File: src/rtl/he_pkg.sv
`timescale 1ns / 1ps
// ----------------------------------------------------------------------------
// Histogram equalizer package
// Widths, action codes, controller states and color math helpers.
// ----------------------------------------------------------------------------
package he_pkg;

  localparam int MAX_PIXELS = 65536;
  localparam int PIX_AW     = $clog2(MAX_PIXELS);
  localparam int CNT_W      = PIX_AW + 1;
  localparam int LEVELS     = 256;
  localparam int LVL_W      = 8;
  localparam int NUM_W      = CNT_W + 9;
  localparam int DEN_W      = CNT_W + 1;
  localparam int IN_TDATA_W  = 24;
  localparam int OUT_TDATA_W = 32;
  localparam int COL_W      = 10;
  localparam int ACC_W      = 28;

  // Q16 coefficients
  localparam int LUMA_R = 19595;
  localparam int LUMA_G = 38470;
  localparam int LUMA_B = 7471;
  localparam int CU_R   = 11076;
  localparam int CU_G   = 21692;
  localparam int CU_B   = 32768;
  localparam int CV_R   = 32768;
  localparam int CV_G   = 27460;
  localparam int CV_B   = 5308;
  localparam int C_OFS  = 128 * 65536;
  localparam int R_V    = 74700;
  localparam int G_U    = 25864;
  localparam int G_V    = 38050;
  localparam int B_U    = 133176;
  localparam int MAP_K  = 2 * 255;

  typedef enum logic [1:0] {
    ACT_LOAD      = 2'd0,
    ACT_EMIT      = 2'd1,
    ACT_NEW_FRAME = 2'd2
  } action_t;

  typedef enum logic [10:0] {
    ST_IDLE    = 11'b00000000001,
    ST_LD_BIN  = 11'b00000000010,
    ST_BLD_RD  = 11'b00000000100,
    ST_BLD_ACC = 11'b00000001000,
    ST_BLD_NUM = 11'b00000010000,
    ST_BLD_DIV = 11'b00000100000,
    ST_EM_RD   = 11'b00001000000,
    ST_EM_PIX  = 11'b00010000000,
    ST_EM_MAP  = 11'b00100000000,
    ST_EM_CONV = 11'b01000000000,
    ST_EM_OUT  = 11'b10000000000
  } state_t;

  typedef struct packed {
    logic busy;
    logic done;
  } he_div_stat_t;

  function automatic logic [LVL_W-1:0] he_luma(logic [7:0] r, logic [7:0] g, logic [7:0] b);
    logic [23:0] s;
    s = 24'(LUMA_R * r) + 24'(LUMA_G * g) + 24'(LUMA_B * b);
    return s[23:16];
  endfunction

  // U numerator stays positive for all inputs
  function automatic logic [7:0] he_chroma_u(logic [7:0] r, logic [7:0] g, logic [7:0] b);
    logic [25:0] s;
    s = 26'(C_OFS) + 26'(CU_B * b) - 26'(CU_R * r) - 26'(CU_G * g);
    return s[23:16];
  endfunction

  // V numerator stays positive for all inputs
  function automatic logic [7:0] he_chroma_v(logic [7:0] r, logic [7:0] g, logic [7:0] b);
    logic [25:0] s;
    s = 26'(C_OFS) + 26'(CV_R * r) - 26'(CV_G * g) - 26'(CV_B * b);
    return s[23:16];
  endfunction

  // Divide by 65536 toward zero, then saturate to the output range
  function automatic logic signed [COL_W-1:0] he_q16_sat(logic signed [ACC_W-1:0] x);
    logic signed [ACC_W-1:0] a;
    logic signed [11:0]      q;
    a = -x;
    if (x[ACC_W-1]) begin
      q = -$signed(a[ACC_W-1:16]);
    end else begin
      q = $signed(x[ACC_W-1:16]);
    end
    if (q > 12'sd511) begin
      return 10'sd511;
    end else if (q < -12'sd512) begin
      return -10'sd512;
    end
    return q[COL_W-1:0];
  endfunction

endpackage

File: src/rtl/he_div.sv
`timescale 1ns / 1ps
// ----------------------------------------------------------------------------
// Histogram equalizer level divider
// Restoring divider, one quotient bit per cycle, eight-bit quotient.
// ----------------------------------------------------------------------------
module he_div (
  input  logic                      clk,
  input  logic                      rst_n,
  input  logic                      start,
  input  logic [he_pkg::NUM_W-1:0]  num,
  input  logic [he_pkg::DEN_W-1:0]  den,
  output he_pkg::he_div_stat_t      stat,
  output logic [he_pkg::LVL_W-1:0]  quot
);
  import he_pkg::*;

  logic [NUM_W-1:0] rem_r;
  logic [DEN_W-1:0] den_r;
  logic [2:0]       step_r;
  logic [LVL_W-1:0] q_r;
  logic             busy_r;
  logic             done_r;
  logic [NUM_W:0]   trial;

  // Subtract the divisor aligned to the current quotient bit
  assign trial = {1'b0, rem_r} - ((NUM_W + 1)'(den_r) << step_r);

  always_ff @(posedge clk) begin
    if (!rst_n) begin
      busy_r <= 1'b0;
      done_r <= 1'b0;
    end else if (start) begin
      busy_r <= 1'b1;
      done_r <= 1'b0;
    end else if (busy_r) begin
      done_r <= (step_r == 3'd0);
      busy_r <= (step_r != 3'd0);
    end else begin
      done_r <= 1'b0;
    end
  end

  always_ff @(posedge clk) begin
    if (start) begin
      rem_r  <= num;
      den_r  <= den;
      step_r <= 3'd7;
      q_r    <= '0;
    end else if (busy_r) begin
      if (!trial[NUM_W]) begin
        rem_r <= trial[NUM_W-1:0];
        q_r[step_r] <= 1'b1;
      end
      step_r <= step_r - 3'd1;
    end
  end

  assign stat.busy = busy_r;
  assign stat.done = done_r;
  assign quot      = q_r;

endmodule

File: config.mk
export PLATFORM = sky130hd
export DESIGN_NAME = he_div
export DESIGN_NICKNAME = d
export VERILOG_FILES = /design/src/rtl/he_pkg.sv /design/src/rtl/he_div.sv
export SDC_FILE = /design/constraint.sdc
export NUM_CORES = 1
export LEC_CHECK = 0
export ABC_AREA = 1
export ABC_CLOCK_PERIOD_IN_PS = 4700
export CORE_UTILIZATION = 40
export DETAILED_ROUTE_END_ITERATION = 8
export DONT_BUFFER_PORTS = 1
export GPL_TIMING_DRIVEN = 1
export HOLD_SLACK_MARGIN = 0.03
export PLACE_DENSITY = 0.6
export SLEW_MARGIN = 5
export SYNTH_ARGS = -nofsm -noshare
export SYNTH_HDL_FRONTEND = slang
export SYNTH_SLANG_ARGS = --single-unit
File: constraint.sdc
create_clock -name clk -period 4.7 [get_ports clk]
set_input_delay 0.705 -clock clk [delete_from_list [all_inputs] [get_ports clk]]
set_output_delay 0.705 -clock clk [all_outputs]
set_load 0.03 [all_outputs]
# ---- Yosys cells after proc, flatten, opt, wreduce, memory -nomap -nowiden
# Cells that the tools add are included.
# Widths: inputs -> output; s select.
dict set report op_classes {
  add_sub_neg 2
  multipliers 0
  div_mod_pow 0
  order_cmp 2
  eq_ne 1
  n_shift 1
  n_mux 7
  bitwise_logic 4
  reduce_logical 7
}
# operator count
set ops {}
lappend ops {{$mux 26} 3}
lappend ops {{$shl 18x3->27} 1}
lappend ops {{$sub 26x27->27} 1}
lappend ops {{$or 8x8->8} 1}
lappend ops {{$lt 3x4->1 const B} 1}
lappend ops {{$reduce_and 2->1} 2}
lappend ops {{$demux 1 s3} 1}
lappend ops {{$ge 3x1->1 const B} 1}
lappend ops {{$logic_not 3->1} 1}
lappend ops {{$mux 1} 3}
lappend ops {{$not 1->1} 3}
lappend ops {{$reduce_bool 3->1} 1}
lappend ops {{$reduce_or 3->1} 1}
lappend ops {{$sub 3x1->3 const B} 1}
lappend ops {{$ne 2x2->1 const B} 1}
lappend ops {{$reduce_bool 2->1} 1}
lappend ops {{$logic_and 1x1->1} 1}
dict set report word_totals {
  reg_bits 57
  latchBits 0
  ram_bits 0
  mem_bits_ro 0
  word_cells 30
  n_memories 0
}

# ---- Longest topological paths before layout
dict set report depth {
  ltp_word 5
  ltp_mapped 21
}

# ---- Least setup slack after synthesis
# OpenSTA, ideal clock, no wires.
dict set report synth_path {
  kind {register to register}
  startpoint {reg step_r[0]}
  endpoint {reg rem_r[0], enable pin}
  setup_ns 0.383
  t_arrival_ns 2.696
  slack_ns 1.621
  path_stages_with_launch 18
  period_less_slack_ns 3.079
  cell_sequence {dfxtp_1 buf_4 inv_1 buf_2 nand2_1 nand3_1 o21ai_0 nand2_1 o21ai_0 ha_1 nand2_2 nor2_2 nand2_1 nor2_2 nand2_2 nand3_4 nand2_1 nand2_1}
}
dict set report synth_via {
  elab_chain_cells 4
}
# item line_no
set synth_rtl {}
lappend synth_rtl {{start, declared} he_div.sv:19} ;# logic [2:0] step_r;
lappend synth_rtl {{start signal, assigned} he_div.sv:54} ;# step_r <= step_r - 3'd1;
lappend synth_rtl {{$shl 18x3->27} he_div.sv:26} ;# assign trial = {1'b0, rem_r} - ((NUM_W + 1)'(den_r) << step_r);
lappend synth_rtl {{$sub 26x27->27} he_div.sv:26}
lappend synth_rtl {{$ne 2x2->1 (no source line)} -}
lappend synth_rtl {{$reduce_and 2->1 (no source line)} -}
lappend synth_rtl {{end signal, assigned} he_div.sv:45} ;# rem_r <= num;
lappend synth_rtl {{end signal, assigned} he_div.sv:51} ;# rem_r <= trial[NUM_W-1:0];
lappend synth_rtl {{end, declared} he_div.sv:17} ;# logic [NUM_W-1:0] rem_r;
# Every way passes these cells.
# A chain may end at the register's enable or synchronous reset.

# ---- Worst setup path after layout
dict set report layout_path {
  startpoint {reg step_r[1]}
  endpoint {reg rem_r[7], enable pin}
}
# The elaborated chain is that of the path after synthesis.

==> results.json <==
{
  "max_slew_margin_pct": 37.7,
  "nNetsFinal": 754,
  "numPortBuffers": 0,
  "clkTransAtPathRegs_ps": 50,
  "p_total_mw": 2.41,
  "swShare_pct": 40.3,
  "grt_overflow_total": 0,
  "yosysMostFrequentCell": "nand2_1",
  "synth_common_cells": "nand2_1 (250), inv_1 (89), nand3_1 (61)",
  "syn_area_um2": 4600,
  "clkPwrFrac_pct": 27.2,
  "slew_violations": 0,
  "htree_levels": 3,
  "num_vias": 4300,
  "grt_max_degree": 59,
  "ys_ff_latch": 57,
  "p_comb_share_pct": 43.9,
  "yosysTopAreaCellShare_pct": 28.7,
  "grt_util_all_layers_pct": 22.6,
  "core_um2": 11000,
  "antenna_found_initial": 0,
  "routed_wl_um": 12300,
  "crit_required_ps": 4700,
  "status": "complete, no violations",
  "gp_congestion": 0.978,
  "fill_cells": 1166,
  "power.leakage_nw": 2.40,
  "drive_gt1_share_pct": 6.45,
  "p_sw_mw": 0.973,
  "synthTopCellsByArea": "edfxtp_1 (29%), nand2_1 (20%), ha_1 (7.6%)",
  "synth_ff_type": "edfxtp_1",
  "netlist_instances": 686,
  "grt_pass1_vias": 3961,
  "grt_setup_unrepaired": "no",
  "hp-class": "in -> reg",
  "syn_to_final_growth_pct": 8.63,
  "post-route-period-util_pct": 81.2,
  "via_per_inst": 5.23,
  "finalSetupTns_ps": 0,
  "max-clock-path-buffers": 2,
  "whs_ps": 433,
  "synth_cell_types": 32,
  "ios": 57,
  "ant_nets": 0,
  "ctsResizeCount": 0,
  "rows": 38,
  "skew_ps": 6.70,
  "period_minus_slack_ps": 3820,
  "numPlacedInstances": 807,
  "criticalPathCategory": "reg -> reg",
  "synth_seq_area_share_pct": 34.4,
  "synth.avg_cell_area_um2": 6.70,
  "p_per_area_nw_per_um2": 483,
  "start_util_pct": 41.7,
  "crit_arrival_ps": 3810,
  "wl_per_cell_um": 15.0,
  "maxCapViolCount": 0,
  "synthArstFlopShare_pct": 0,
  "hold_buffers": 0,
  "setup_viol": 0,
  "cp_max_fo": 26,
  "worstMarginPinSlew_ps": 929,
  "ir_drop_mv": 0.271,
  "synth_edf_count": 44,
  "drt-initial-drc-count": 261,
  "finalWorstSetupSlack_ps": 884,
  "start_kind": "flop",
  "dieArea_um2": 11900,
  "ys_warn_count": 0,
  "first_pass_iters": 5,
  "syn-num-nets": 762,
  "antennaDiodeCount": 0,
  "fp.dieH_um": 109,
  "intPower_mw": 1.44,
  "drc": 0,
  "cts-root-buf": "clkbuf_16",
  "clkSinkCount": 57,
  "place_ws_ps": 926,
  "hold_viol": 0,
  "cts_tree": "built",
  "grt_pass1_wl_um": 20000,
  "fin_cells": 822,
  "die_width_um": 109,
  "crit_path_end_kind": "flop",
  "dpl.hpwl_um": 9700,
  "pwr-share-seq_pct": 29.0,
  "max_freq_ghz": 0.262,
  "clkLatencyLatePin_ps": 340,
  "cts_buffers": 9,
  "synth_area_leader_cell": "edfxtp_1",
  "cts_setup_buffers": 0
}
-- metrics by stage --
step                      util [%]  instance area, um^2
after detailed placement      42.5                 4690
after global routing          45.3                 4990
final                         45.3                 4990
after floorplan                  -                 4600
after CTS                     45.3                 4990
after global placement        42.5                 4690
-- flip-flops by register name, summed over array words and instances (netlist names) --
signal  count
rem_r      26
step_r      3
den_r      18
quot        8
busy_r      1
done_r      1
-- power by group through the flow --
stage               Sequential (mW)  Clock [mW]  Combinational (mW)
floorplan                     0.680           0               0.831
global placement              0.706           0                1.05
detailed placement            0.709           0                1.05
CTS                           0.699       0.673                1.06
global route                  0.706       0.694                1.21
finish                        0.698       0.656                1.06
-- placed cells by master (no fill, tap or decap), drive strengths merged --
| master | Yosys | routed |
|---|---|---|
| a21oi | 37 | 37 |
| a31oi | 1 | 1 |
| and2 | 1 | 1 |
| buf | 9 | 2 |
| clkbuf | 12 | 14 |
| clkinv | 1 | 1 |
| clkinvlp | 0 | 1 |
| dfxtp | 13 | 13 |
| edfxtp | 44 | 44 |
| fa | 1 | 1 |
| ha | 28 | 28 |
| inv | 89 | 89 |
| mux2i | 4 | 4 |
| nand2 | 257 | 257 |
| nand3 | 64 | 64 |
| nand3b | 5 | 5 |
| nand4 | 6 | 6 |
| nor2 | 44 | 44 |
| nor3 | 8 | 8 |
| nor4 | 1 | 1 |
| o21ai | 43 | 43 |
| o21bai | 5 | 5 |
| o22ai | 3 | 3 |
| or2 | 10 | 10 |
-- metal layers --
metal	global-route usage, %	wire (um)
met1	29.9	5860
met2	34.8	5420
met3	5.86	659
met4	9.52	356
met5	0	0
-- path summary, 6_finish.rpt --
path                                 from  endpoint  slack (ps)  depth (start not counted)
worst min-delay path                start   quot[0]         430                          1
worst max-delay path            step_r[1]  rem_r[7]         880                         15
worst min register to register    quot[7]   quot[7]         590                          2
worst max register to register  step_r[1]  rem_r[7]         880                         15
-- layout make-up --
type / instances / area, um^2 / share of cell area [%]
Timing Repair Buffer: 2 / 15.0 / 0.301
Inverter: 90 / 338 / 6.77
Clock buffer: 14 / 295 / 5.91
Sequential cell: 57 / 1580 / 31.7
Multi-Input combinational cell: 518 / 2580 / 51.7
Clock inverter: 1 / 7.51 / 0.150
Tap cell: 140 / 175 / 3.51
-- critical path, stage by stage, from the launching register on --
cell	delay, ps
dfxtp_1	690
inv_1	430
nor2_1	300
nand2_1	110
o22ai_1	200
inv_1	60
ha_1	380
nand2_1	110
nor2_2	180
nand2_1	130
nor2_2	120
nand2_2	80
nand3_4	110
nand2_1	60
nand2_1	80
buf_4	390
-- logic make-up (layout without fill, tap and decap cells) --
| group | count (synthesis) | in the layout | synth area share, % |
|---|---|---|---|
| multiplexers | 4 | 4 | 0.871 |
| buffers and inverters | 111 | 107 | 9.44 |
| adder cells (fa/ha/maj) | 29 | 29 | 8.06 |
| AND/OR/NAND/NOR | 396 | 396 | 37.2 |
| flip-flops | 57 | 57 | 34.4 |
| AO/OA/AOI/OAI | 89 | 89 | 10.1 |
Note: power is estimated with default switching activity, not from simulation.
